===== config.mk =====
export PLATFORM = sky130hd
export DESIGN_NAME = base64_stream_codec
export DESIGN_NICKNAME = d
export VERILOG_FILES = /design/src/hw/rtl/b64c_pkg.sv /design/src/hw/rtl/b64c_front.sv /design/src/hw/rtl/b64c_queue.sv /design/src/hw/rtl/b64c_back.sv /design/src/hw/rtl/base64_stream_codec.sv
export SDC_FILE = /design/constraint.sdc
export NUM_CORES = 1
export LEC_CHECK = 0
export BUFFER_PORTS_ARGS = -buffer_cell sky130_fd_sc_hd__buf_4
export CORE_UTILIZATION = 55
export DETAILED_ROUTE_END_ITERATION = 12
export GPL_ROUTABILITY_DRIVEN = 0
export PLACE_DENSITY_LB_ADDON = 0.15
export SYNTH_ARGS = -nofsm -noshare
export SYNTH_HDL_FRONTEND = slang
export SYNTH_HIERARCHICAL = 1
export SYNTH_SLANG_ARGS = --single-unit

===== constraint.sdc =====
create_clock -name aclk -period 14.1 [get_ports aclk]
set_input_delay 1.41 -clock aclk [delete_from_list [all_inputs] [get_ports aclk]]
set_output_delay 1.41 -clock aclk [all_outputs]
set_load 0.02 [all_outputs]

===== src/hw/rtl/b64c_pkg.sv =====
// Shared types, register indexes and character mapping functions of the base64 codec.
`timescale 1ns / 1ps

package b64c_pkg;

    localparam int QDEPTH = 2;
    localparam int QPTR_W = $clog2(QDEPTH);

    // Register indexes on the configuration port (word address).
    localparam logic [2:0] REG_DECODE_MODE = 3'd0;
    localparam logic [2:0] REG_SYMBOL_62   = 3'd1;
    localparam logic [2:0] REG_SYMBOL_63   = 3'd2;
    localparam logic [2:0] REG_PAD_SYMBOL  = 3'd3;
    localparam logic [2:0] REG_PAD_ENABLE  = 3'd4;

    localparam logic [1:0] STATUS_OK      = 2'd0;
    localparam logic [1:0] STATUS_BAD_CHR = 2'd1;
    localparam logic [1:0] STATUS_BAD_PAD = 2'd2;

    localparam logic [6:0] LOOKUP_PAD = 7'd64;
    localparam logic [6:0] LOOKUP_BAD = 7'd65;

    typedef struct packed {
        logic       decode_mode;
        logic [7:0] symbol_62;
        logic [7:0] symbol_63;
        logic [7:0] pad_symbol;
        logic       pad_enable;
    } cfg_t;

    // Results caused by one input item; bytes[0] is delivered first.
    typedef struct packed {
        logic [3:0][7:0] bytes;
        logic [2:0]      count;
        logic            data_valid;
        logic            eos;
        logic [1:0]      status;
    } job_t;

    function automatic logic [7:0] value_to_char(input logic [5:0] v,
                                                 input logic [7:0] s62,
                                                 input logic [7:0] s63);
        logic [7:0] r;
        if (v < 6'd26) begin
            r = 8'd65 + {2'b00, v};
        end else if (v < 6'd52) begin
            r = 8'd71 + {2'b00, v};
        end else if (v < 6'd62) begin
            r = {2'b00, v} - 8'd4;
        end else if (v == 6'd62) begin
            r = s62;
        end else begin
            r = s63;
        end
        return r;
    endfunction

    function automatic logic [6:0] char_to_value(input logic [7:0] c,
                                                 input logic [7:0] s62,
                                                 input logic [7:0] s63,
                                                 input logic [7:0] pad_sym,
                                                 input logic       pad_en);
        logic [7:0] t;
        logic [6:0] r;
        t = 8'd0;
        if (c >= 8'd65 && c <= 8'd90) begin
            t = c - 8'd65;
            r = {1'b0, t[5:0]};
        end else if (c >= 8'd97 && c <= 8'd122) begin
            t = c - 8'd71;
            r = {1'b0, t[5:0]};
        end else if (c >= 8'd48 && c <= 8'd57) begin
            t = c + 8'd4;
            r = {1'b0, t[5:0]};
        end else if (c == s62) begin
            r = 7'd62;
        end else if (c == s63) begin
            r = 7'd63;
        end else if (pad_en && c == pad_sym) begin
            r = LOOKUP_PAD;
        end else begin
            r = LOOKUP_BAD;
        end
        return r;
    endfunction

endpackage


===== src/hw/rtl/b64c_front.sv =====
// Front end: accepts items, keeps the group state and builds at most one result job per item.
`timescale 1ns / 1ps

module b64c_front (
    input  logic          aclk,
    input  logic          aresetn,
    input  b64c_pkg::cfg_t cfg,
    input  logic          clear,
    input  logic          accept,
    input  logic          operation,
    input  logic [7:0]    in_byte,
    output logic          push,
    output b64c_pkg::job_t job
);
    import b64c_pkg::*;

    logic [23:0] bit_buffer_reg, bit_buffer_next;
    logic [2:0]  group_count_reg, group_count_next;
    logic [1:0]  pad_count_reg, pad_count_next;
    logic        halted_reg, halted_next;

    logic [23:0] bb;
    logic [23:0] sb;
    logic [2:0]  gcn;
    logic [2:0]  pcn;
    logic [3:0]  total;
    logic [6:0]  v;
    logic [7:0]  pad_chr;

    always_ff @(posedge aclk) begin
        if (!aresetn) begin
            bit_buffer_reg  <= '0;
            group_count_reg <= '0;
            pad_count_reg   <= '0;
            halted_reg      <= 1'b0;
        end else begin
            bit_buffer_reg  <= bit_buffer_next;
            group_count_reg <= group_count_next;
            pad_count_reg   <= pad_count_next;
            halted_reg      <= halted_next;
        end
    end

    always_comb begin
        bit_buffer_next  = bit_buffer_reg;
        group_count_next = group_count_reg;
        pad_count_next   = pad_count_reg;
        halted_next      = halted_reg;
        push             = 1'b0;
        job              = '0;
        job.status       = STATUS_OK;
        bb               = '0;
        sb               = '0;
        gcn              = group_count_reg;
        pcn              = {1'b0, pad_count_reg};
        total            = {1'b0, group_count_reg} + {2'b00, pad_count_reg};
        v                = char_to_value(in_byte, cfg.symbol_62, cfg.symbol_63,
                                         cfg.pad_symbol, cfg.pad_enable);
        pad_chr          = cfg.pad_symbol;

        if (clear) begin
            bit_buffer_next  = '0;
            group_count_next = '0;
            pad_count_next   = '0;
            halted_next      = 1'b0;
        end else if (accept) begin
            if (!cfg.decode_mode) begin
                if (!operation) begin
                    bb  = {bit_buffer_reg[15:0], in_byte};
                    gcn = group_count_reg + 3'd1;
                    if (gcn >= 3'd3) begin
                        push             = 1'b1;
                        job.data_valid   = 1'b1;
                        job.count        = 3'd4;
                        job.bytes[0]     = value_to_char(bb[23:18], cfg.symbol_62, cfg.symbol_63);
                        job.bytes[1]     = value_to_char(bb[17:12], cfg.symbol_62, cfg.symbol_63);
                        job.bytes[2]     = value_to_char(bb[11:6], cfg.symbol_62, cfg.symbol_63);
                        job.bytes[3]     = value_to_char(bb[5:0], cfg.symbol_62, cfg.symbol_63);
                        bit_buffer_next  = '0;
                        group_count_next = '0;
                        pad_count_next   = '0;
                        halted_next      = 1'b0;
                    end else begin
                        bit_buffer_next  = bb;
                        group_count_next = gcn;
                    end
                end else begin
                    push    = 1'b1;
                    job.eos = 1'b1;
                    if (group_count_reg == 3'd1) begin
                        sb             = {bit_buffer_reg[7:0], 16'd0};
                        job.data_valid = 1'b1;
                        job.count      = cfg.pad_enable ? 3'd4 : 3'd2;
                        job.bytes[0]   = value_to_char(sb[23:18], cfg.symbol_62, cfg.symbol_63);
                        job.bytes[1]   = value_to_char(sb[17:12], cfg.symbol_62, cfg.symbol_63);
                        job.bytes[2]   = pad_chr;
                        job.bytes[3]   = pad_chr;
                    end else if (group_count_reg == 3'd2) begin
                        sb             = {bit_buffer_reg[15:0], 8'd0};
                        job.data_valid = 1'b1;
                        job.count      = cfg.pad_enable ? 3'd4 : 3'd3;
                        job.bytes[0]   = value_to_char(sb[23:18], cfg.symbol_62, cfg.symbol_63);
                        job.bytes[1]   = value_to_char(sb[17:12], cfg.symbol_62, cfg.symbol_63);
                        job.bytes[2]   = value_to_char(sb[11:6], cfg.symbol_62, cfg.symbol_63);
                        job.bytes[3]   = pad_chr;
                    end else begin
                        job.count = 3'd1;
                    end
                    bit_buffer_next  = '0;
                    group_count_next = '0;
                    pad_count_next   = '0;
                    halted_next      = 1'b0;
                end
            end else begin
                if (operation) begin
                    push    = 1'b1;
                    job.eos = 1'b1;
                    case (total)
                        4'd1:    sb = {bit_buffer_reg[5:0], 18'd0};
                        4'd2:    sb = {bit_buffer_reg[11:0], 12'd0};
                        default: sb = {bit_buffer_reg[17:0], 6'd0};
                    endcase
                    job.bytes[0] = sb[23:16];
                    job.bytes[1] = sb[15:8];
                    if (!halted_reg && group_count_reg > 3'd1 && total < 4'd4) begin
                        job.data_valid = 1'b1;
                        job.count      = group_count_reg - 3'd1;
                    end else begin
                        job.bytes = '0;
                        job.count = 3'd1;
                    end
                    bit_buffer_next  = '0;
                    group_count_next = '0;
                    pad_count_next   = '0;
                    halted_next      = 1'b0;
                end else if (!halted_reg) begin
                    if (v == LOOKUP_BAD) begin
                        halted_next = 1'b1;
                        push        = 1'b1;
                        job.count   = 3'd1;
                        job.status  = STATUS_BAD_CHR;
                    end else begin
                        if (v == LOOKUP_PAD) begin
                            pcn = {1'b0, pad_count_reg} + 3'd1;
                        end else begin
                            gcn = group_count_reg + 3'd1;
                        end
                        bb    = {bit_buffer_reg[17:0], (v == LOOKUP_PAD) ? 6'd0 : v[5:0]};
                        total = {1'b0, gcn} + {1'b0, pcn};
                        if (pcn > 3'd2) begin
                            // A third pad within one group is an error.
                            halted_next = 1'b1;
                            push        = 1'b1;
                            job.count   = 3'd1;
                            job.status  = STATUS_BAD_PAD;
                        end else if (total >= 4'd4) begin
                            push             = 1'b1;
                            job.data_valid   = 1'b1;
                            job.count        = gcn - 3'd1;
                            job.bytes[0]     = bb[23:16];
                            job.bytes[1]     = bb[15:8];
                            job.bytes[2]     = bb[7:0];
                            bit_buffer_next  = '0;
                            group_count_next = '0;
                            pad_count_next   = '0;
                        end else begin
                            bit_buffer_next  = bb;
                            group_count_next = gcn;
                            pad_count_next   = pcn[1:0];
                        end
                    end
                end
            end
        end
    end

endmodule


===== src/hw/rtl/b64c_queue.sv =====
// Short job queue between the front end and the output sequencer.
`timescale 1ns / 1ps

module b64c_queue (
    input  logic           aclk,
    input  logic           aresetn,
    input  logic           push,
    input  b64c_pkg::job_t push_job,
    input  logic           pop,
    output b64c_pkg::job_t head_job,
    output logic           not_empty,
    output logic           full
);
    import b64c_pkg::*;

    job_t               entry_reg [QDEPTH];
    logic [QPTR_W-1:0]  wr_ptr_reg, wr_ptr_next;
    logic [QPTR_W-1:0]  rd_ptr_reg, rd_ptr_next;
    logic [QPTR_W:0]    fill_reg, fill_next;

    assign not_empty = (fill_reg != '0);
    assign full      = (fill_reg == (QPTR_W+1)'(QDEPTH));
    assign head_job  = entry_reg[rd_ptr_reg];

    always_comb begin
        wr_ptr_next = wr_ptr_reg;
        rd_ptr_next = rd_ptr_reg;
        fill_next   = fill_reg;
        if (push) begin
            wr_ptr_next = (wr_ptr_reg == QPTR_W'(QDEPTH - 1)) ? '0 : wr_ptr_reg + 1'b1;
        end
        if (pop) begin
            rd_ptr_next = (rd_ptr_reg == QPTR_W'(QDEPTH - 1)) ? '0 : rd_ptr_reg + 1'b1;
        end
        if (push && !pop) begin
            fill_next = fill_reg + 1'b1;
        end else if (pop && !push) begin
            fill_next = fill_reg - 1'b1;
        end
    end

    always_ff @(posedge aclk) begin
        if (!aresetn) begin
            wr_ptr_reg <= '0;
            rd_ptr_reg <= '0;
            fill_reg   <= '0;
        end else begin
            wr_ptr_reg <= wr_ptr_next;
            rd_ptr_reg <= rd_ptr_next;
            fill_reg   <= fill_next;
        end
    end

    always_ff @(posedge aclk) begin
        if (push) begin
            entry_reg[wr_ptr_reg] <= push_job;
        end
    end

endmodule


===== src/hw/rtl/b64c_back.sv =====
// Output sequencer: takes one job at a time and delivers its results one per cycle while m_tready is high.
`timescale 1ns / 1ps

module b64c_back (
    input  logic           aclk,
    input  logic           aresetn,
    input  b64c_pkg::job_t head_job,
    input  logic           not_empty,
    output logic           pop,
    output logic           m_tvalid,
    input  logic           m_tready,
    output logic [7:0]     m_tdata,
    output logic           m_tlast,
    output logic [3:0]     m_tuser
);
    import b64c_pkg::*;

    job_t       job_reg;
    logic       busy_reg, busy_next;
    logic [1:0] idx_reg, idx_next;
    logic       last;

    assign last     = ({1'b0, idx_reg} + 3'd1 == job_reg.count);
    assign pop      = not_empty && (!busy_reg || (m_tready && last));
    assign m_tvalid = busy_reg;
    assign m_tdata  = job_reg.data_valid ? job_reg.bytes[idx_reg] : 8'd0;
    assign m_tlast  = last;
    assign m_tuser  = {job_reg.status, job_reg.eos && last, job_reg.data_valid};

    always_comb begin
        busy_next = busy_reg;
        idx_next  = idx_reg;
        if (pop) begin
            busy_next = 1'b1;
            idx_next  = '0;
        end else if (busy_reg && m_tready) begin
            if (last) begin
                busy_next = 1'b0;
            end else begin
                idx_next = idx_reg + 2'd1;
            end
        end
    end

    always_ff @(posedge aclk) begin
        if (!aresetn) begin
            busy_reg <= 1'b0;
            idx_reg  <= '0;
        end else begin
            busy_reg <= busy_next;
            idx_reg  <= idx_next;
        end
    end

    always_ff @(posedge aclk) begin
        if (pop) begin
            job_reg <= head_job;
        end
    end

endmodule


===== src/hw/rtl/base64_stream_codec.sv =====
// Top level of the base64 codec: configuration registers and the front, queue and back parts.
// The first result of an item is written into the job queue and then loaded into the output
// sequencer's job register before it is presented on m_tdata.
// One item per cycle is accepted while the two-entry job queue has room; results leave at
// one per cycle while m_tready is high.
// Reset (aresetn low, synchronous) clears the group state, the queue and the output
// sequencer, and sets the registers to standard base64 with padding in encode mode.
`timescale 1ns / 1ps

module base64_stream_codec (
    input  logic        aclk,
    input  logic        aresetn,
    input  logic        s_tvalid,
    output logic        s_tready,
    input  logic [7:0]  s_tdata,   // [7:0] in_byte
    input  logic [0:0]  s_tuser,   // [0] operation
    output logic        m_tvalid,
    input  logic        m_tready,
    output logic [7:0]  m_tdata,   // [7:0] out_byte
    output logic        m_tlast,
    output logic [3:0]  m_tuser,   // [0] out_valid, [1] stream_end, [3:2] status
    input  logic        psel,
    input  logic        penable,
    input  logic        pwrite,
    input  logic [4:0]  paddr,
    input  logic [31:0] pwdata,
    output logic [31:0] prdata,
    output logic        pready
);
    import b64c_pkg::*;

    cfg_t       cfg_reg, cfg_next;
    logic       wr_en;
    logic [2:0] reg_idx;
    logic       clear;
    logic       accept;
    logic       push;
    logic       pop;
    logic       not_empty;
    logic       full;
    job_t       push_job;
    job_t       head_job;

    assign pready  = 1'b1;
    assign reg_idx = paddr[4:2];
    assign wr_en   = psel && penable && pwrite;
    // Writing the mode register starts a fresh message.
    assign clear   = wr_en && (reg_idx == REG_DECODE_MODE);

    always_comb begin
        cfg_next = cfg_reg;
        if (wr_en) begin
            case (reg_idx)
                REG_DECODE_MODE: cfg_next.decode_mode = pwdata[0];
                REG_SYMBOL_62:   cfg_next.symbol_62   = pwdata[7:0];
                REG_SYMBOL_63:   cfg_next.symbol_63   = pwdata[7:0];
                REG_PAD_SYMBOL:  cfg_next.pad_symbol  = pwdata[7:0];
                REG_PAD_ENABLE:  cfg_next.pad_enable  = pwdata[0];
                default:         cfg_next = cfg_reg;
            endcase
        end
    end

    always_ff @(posedge aclk) begin
        if (!aresetn) begin
            cfg_reg.decode_mode <= 1'b0;
            cfg_reg.symbol_62   <= 8'd43;
            cfg_reg.symbol_63   <= 8'd47;
            cfg_reg.pad_symbol  <= 8'd61;
            cfg_reg.pad_enable  <= 1'b1;
        end else begin
            cfg_reg <= cfg_next;
        end
    end

    always_comb begin
        case (reg_idx)
            REG_DECODE_MODE: prdata = {31'd0, cfg_reg.decode_mode};
            REG_SYMBOL_62:   prdata = {24'd0, cfg_reg.symbol_62};
            REG_SYMBOL_63:   prdata = {24'd0, cfg_reg.symbol_63};
            REG_PAD_SYMBOL:  prdata = {24'd0, cfg_reg.pad_symbol};
            REG_PAD_ENABLE:  prdata = {31'd0, cfg_reg.pad_enable};
            default:         prdata = 32'd0;
        endcase
    end

    assign s_tready = !full;
    assign accept   = s_tvalid && s_tready;

    b64c_front u_front (
        .aclk      (aclk),
        .aresetn   (aresetn),
        .cfg       (cfg_reg),
        .clear     (clear),
        .accept    (accept),
        .operation (s_tuser[0]),
        .in_byte   (s_tdata),
        .push      (push),
        .job       (push_job)
    );

    b64c_queue u_queue (
        .aclk      (aclk),
        .aresetn   (aresetn),
        .push      (push),
        .push_job  (push_job),
        .pop       (pop),
        .head_job  (head_job),
        .not_empty (not_empty),
        .full      (full)
    );

    b64c_back u_back (
        .aclk      (aclk),
        .aresetn   (aresetn),
        .head_job  (head_job),
        .not_empty (not_empty),
        .pop       (pop),
        .m_tvalid  (m_tvalid),
        .m_tready  (m_tready),
        .m_tdata   (m_tdata),
        .m_tlast   (m_tlast),
        .m_tuser   (m_tuser)
    );

endmodule

After elaboration in Yosys (flattened, before gate mapping)
Memory sizes are Yosys's and may differ from the RTL's. A register that Yosys moved wholly into a read port is not among the register bits.
Index checks and enable logic that the tools add are counted.

storage, ports and cells
  input port bits = 53
  flip-flop bits (word level) = 57
  word-level logic and storage cells = 280
  memories = 1
  bits in writable memories = 78

operators by class
  reduce and logical (&&, ||, !) cells = 40
  eq/ne operators = 23
  bitwise gates (word level) = 2
  mux-type cells = 131
  magnitude comparators = 33
  $add $sub $neg = 36

memories
  memory             depth  bits a word  read ports  clocked after Yosys merged registers in  wr ports  line              source
  u_queue.entry_reg  2      39           1           1                                        1         b64c_queue.sv:16  job_t entry_reg [QDEPTH];

operators with widths
  kind                                                               count
  2-to-1 mux 8 bit                                                   28
  2-to-1 mux 18 bit                                                  8
  adder 7 x 6 -> 8 bit, first input constant                         14
  2-to-1 mux 36 bit                                                  3
  less-than comparator 6 bit, second input constant                  14
  2-to-1 mux 28 bit                                                  3
  2-to-1 mux 3 bit                                                   28
  2-to-1 mux 39 bit                                                  2
  subtractor 6 x 3 -> 7 bit, second input constant                   7
  2-to-1 mux 24 bit                                                  2
  one-hot mux 24 bit (2 select lines)                                1
  less-than comparator 6 x 5 -> 1 bit, second input constant         7
  one-hot mux 8 bit (5 select lines)                                 1
  2-to-1 mux 37 bit                                                  1
  2-to-1 mux 7 bit                                                   5
  2-to-1 mux 32 bit                                                  1
  == test 6 bit, second input constant                               5
  2-to-1 mux 1 bit                                                   30
  2-to-1 mux 2 bit                                                   15
  == test 8 bit                                                      3
  binary-select mux 8 bit (select 2 bit)                             1
  greater-or-equal comparator 8 x 7 -> 1 bit, second input constant  2
  less-or-equal comparator 8 x 7 -> 1 bit, second input constant     2
  logical AND 1 bit                                                  16
  other kinds (40)                                                   66

Depth between registers and ports, before layout
  depth after elaboration = 30
  mapped depth = 21
  mapped depth without buffers = 18

Modules after synthesis
The synthesis kept the hierarchy.

by module, submodules not included
  module               instances  area each (um2)  cells each
  b64c_front           1          6344.8           917
  b64c_queue           1          3031.7           143
  b64c_back            1          1665.3           84
  base64_stream_codec  1          1545.2           168

Worst setup path before layout
Ideal clock, no wire load.

  kind = input port to flip-flop
  start = in s_tdata[2]
  end = mem u_queue/entry_reg[0][0] (netlist bit) (enable)
  stages on the path = 17
  path buffers = 3
  setup time = 0.441 ns
  slack = 6.850 ns
  data arrival time = 6.808 ns
  cell sequence = buf_2 > clkbuf_1 > inv_1 > ha_1 > a211oi_2 > a311o_1 > clkbuf_1 > nand4_1 > nor2_1 > mux2_2 > ha_1 > nand3_1 > nor3_4 > nor3_2 > a21o_1 > a211oi_1 > nor2b_1

on the way
  cells in the longest elaborated chain, start to end = 28

RTL lines
  what                                        line                       source
  from (decl)                                 base64_stream_codec.sv:15  input logic [7:0] s_tdata,
  == test 8 bit                               b64c_pkg.sv:79             end else if (pad_en && c == pad_sym) begin
  logical AND 1 bit                           b64c_pkg.sv:79
  2-to-1 mux 1 bit                            b64c_pkg.sv:79
  2-to-1 mux 7 bit                            b64c_pkg.sv:77             end else if (c == s63) begin
  2-to-1 mux 7 bit                            b64c_pkg.sv:75             end else if (c == s62) begin
  2-to-1 mux 7 bit                            b64c_pkg.sv:72             end else if (c >= 8'd48 && c <= 8'd57) begin
  2-to-1 mux 7 bit                            b64c_pkg.sv:69             end else if (c >= 8'd97 && c <= 8'd122) begin
  2-to-1 mux 7 bit (*)                        b64c_pkg.sv:66             if (c >= 8'd65 && c <= 8'd90) begin
  (+13 left out)                              n/a
  2-to-1 mux 1 bit (*)                        b64c_front.sv:136          end else if (!halted_reg) begin
  2-to-1 mux 1 bit (*)                        b64c_front.sv:115          if (operation) begin
  2-to-1 mux 1 bit (*)                        b64c_front.sv:67           if (!cfg.decode_mode) begin
  2-to-1 mux 1 bit (*)                        b64c_front.sv:66           end else if (accept) begin
  2-to-1 mux 1 bit (*)                        b64c_front.sv:61           if (clear) begin
  net push                                    base64_stream_codec.sv:37  logic push;
  2-to-1 mux 1 bit (*)                        b64c_queue.sv:55           if (push) begin
  2-to-1 mux 1 bit (not written as such) (*)  b64c_queue.sv:56           entry_reg[wr_ptr_reg] <= push_job;
  to (decl)                                   b64c_queue.sv:16

Mark *: on every way through the listed nets, which the timed path passes. The rest lies on a longest branch. The select of a mux whose other input is x is not followed.

Worst setup path after layout
  start = in s_tdata[3]
  end = mem u_queue/entry_reg[0][16] (netlist bit) (enable)

The elaborated chain is that of the path after synthesis.

==> out/metrics.cfg <==
[worst_setup_path]
crit_path_end_kind = flop
timing.rr.end = u_queue/entry_reg[0][16]
r2r_cells = 14
worstPathArrival_ns = 6.83
crit_required_ns = 14.20
regToRegSetupSlack_ns = 8.89
path_max_fanout = 23
critPathKind = primary input to flop
worstReg2RegStart = cfg_reg[21]
worstSetupStartpointType = primary input

[synth]
synth-async-reset-ratio_pct = 0
yosysSeqAreaShare_pct = 37.1
synth_edf_count = 117
synth_common_cells = edfxtp_1 (117), nand2_1 (98), nor2_1 (92), a21oi_1 (76), o21ai_0 (66)
synth_most_common_cell = edfxtp_1
synth_cell_types = 108
avgSynthCellArea_um2 = 9.59
synthTopCellsByArea = edfxtp_1 (28%), dfxtp_1 (9.2%), mux2_2 (5.3%), ha_1 (4.5%), mux2i_1 (3.6%)
ys_ff_latch = 175
synth_top_cell_area_share_pct = 27.9
synthCells = 1312
netlist_area_um2 = 12600
synth_top_cell_by_area = edfxtp_1
synthFlopType = edfxtp_1
yosys_warnings = 6

[floorplan]
die_y_um = 153
die_w_um = 153
start_util_pct = 56.8
core_um2 = 22200
rows = 54
pin_count = 101
die_area_um2 = 23500

[clocking]
clk_path_buf_depth = 2
ctsResizeCount = 0
hold_buffers = 0
cts_tree = done
htree_levels = 4
clk_latency_ns = 0.44
cts.sinks = 175
cts_made_buffers = 17
postCtsSetupBuffers = 0
clock-root-buffer = clkbuf_16
clkSlewWorstSetupHoldPaths_ns = 0.08

[finish]
antenna_cells = 0
area_growth_pct = 7.28
finalInstanceArea_um2 = 13500
drive_gt1_share_pct = 16.4
final_nets = 1400
largest_reg_flops = 78

[route]
dr.pass1.iters = 6
drc = 0
finalWirelength_um = 36800
detail_route.vias_per_cell = 6.84
ant_nets = 0
vias = 10900
drt_iter0_drc = 1388
drt-wirelength-per-cell_um = 23.1

[pwr]
peakVddDrop_mv = 0.0949
p_leak_nw = 4.82
power_density_nw_per_um2 = 137

[hold_path]
min_from = u_queue/fill_reg[1]
hold_path.class = flop to flop
hold_path_depth = 2
holdPathEnd = u_queue/fill_reg[1]

[global_routing]
antenna_found_initial = 0
grt_pass1_wl_um = 57200
grt_max_degree = 46
track_usage_pct = 31.4
grt-ovfl-total = 0
grt_pass1_vias = 10100

[sta]
whs_ns = 0.500
drv_slew = 0
setup_viol = 0
final.setup.tns_ns = 0
finalClockSkew_ns = 0.0176
min_period_over_period_pct = 47.7
max_freq_mhz = 149
fin_crit_ns = 6.72
rsz0062_at_grt = no
relSlewSlack_pct = 19.3
worst_pin_slew_ns = 1.21
timing_hold_violations_final = 0

[placement]
portBuffers = 49
dp_hpwl_um = 25500
dpl_cell_area_um2 = 12900

[status]
status = completed

[flow_run]
cap_violations = 0

## worst max-delay path by stage
stage	startpoint	end	slack, ns	depth (start not counted)
after detailed placement	s_tdata[3]	u_queue/entry_reg[0][10]	7.08	17
after global routing	s_tdata[3]	u_queue/entry_reg[0][16]	7.06	17
after global placement	s_tdata[3]	u_queue/entry_reg[0][10]	7.12	17
after CTS	s_tdata[3]	u_queue/entry_reg[0][16]	7.51	17
final	s_tdata[3]	u_queue/entry_reg[0][16]	7.38	17
after floorplan	s_tdata[2]	u_queue/entry_reg[0][0]	6.85	17
## layout make-up
| class | instances | area (um^2) |
|---|---|---|
| Clock buffer | 17 | 425 |
| Clock inverter | 15 | 203 |
| Fill cell | 1894 | 8660 |
| Inverter | 46 | 173 |
| Multi-Input combinational cell | 1001 | 7230 |
| Sequential cell | 175 | 4670 |
| Tap cell | 280 | 350 |
| Timing Repair Buffer | 60 | 450 |
## layer usage
layer  share of wire [%]  GRT usage [%]  vias to the layer above  wire [um]
met5                   0              0                        -          0
met4                 3.8           13.5                        0       1410
met3                 8.9           4.91                      123       3280
met2                  46           50.0                      673      16800
met1                  42           42.4                     5213      15400
li1                    -              -                     4892          -
## worst max-delay path: stages
cell      delay [ns]
buf_4           0.20
inv_1           0.22
ha_1            0.31
inv_1           0.13
a211oi_2        0.36
a311o_1         0.41
nand4_1         0.35
nor2_1          0.42
mux2_2          0.40
ha_1            0.29
nand3_1         0.12
nor3_4          0.23
nor3_2          0.14
a21o_1          0.17
a211oi_1        0.59
nor2b_4         0.63
buf_4           0.41
## through the flow
step / power, mW / setup slack, ns / utilization [%] / std cells
CTS: 1.85 / 7.51 / 60.9 / 1594
finish: 1.85 / 7.38 / 60.9 / 1594
detailed placement: 1.35 / 7.08 / 58.1 / 1562
floorplan: 1.18 / 6.85 / - / 1335
global placement: 1.34 / 7.12 / 58.1 / 1562
global route: 1.93 / 7.06 / 60.9 / 1594
## power breakdown
group          switching (mW)  internal, mW
Sequential             0.0767         0.684
Clock                   0.237         0.259
Combinational           0.362         0.231
## layout by cell type (no fill, tap or decap), drive strengths merged, types with 11 or more instances in the layout
| master | count |
|---|---|
| o21ai | 74 |
| conb | 25 |
| o22ai | 13 |
| inv | 52 |
| nor2 | 95 |
| a31oi | 18 |
| edfxtp | 117 |
| clkbuf | 17 |
| dfxtp | 58 |
| or3 | 13 |
| xor2 | 13 |
| nand2 | 100 |
| xnor2 | 36 |
| mux2 | 62 |
| or2 | 11 |
| a21oi | 77 |
| a22oi | 20 |
| buf | 60 |
| a211oi | 37 |
| nor2b | 26 |
| nand2b | 11 |
| nor3 | 32 |
| and2 | 21 |
| a21o | 13 |
| nand3 | 29 |
| a221oi | 24 |
| mux2i | 45 |
| ha | 45 |
| nand4 | 17 |
## logic make-up after synthesis
logic type               after synthesis  synth area share, %
AO/OA/AOI/OAI                        381                 21.5
buffers and inverters                159                 6.36
AND/OR/NAND/NOR                      383                 15.8
flip-flops                           175                 37.1
adder cells (fa/ha/maj)               46                 4.63
other                                  2               0.0597
XOR/XNOR                              49                 3.47
multiplexers                         117                 11.0
No activity file was read; power rests on OpenSTA's default activity.
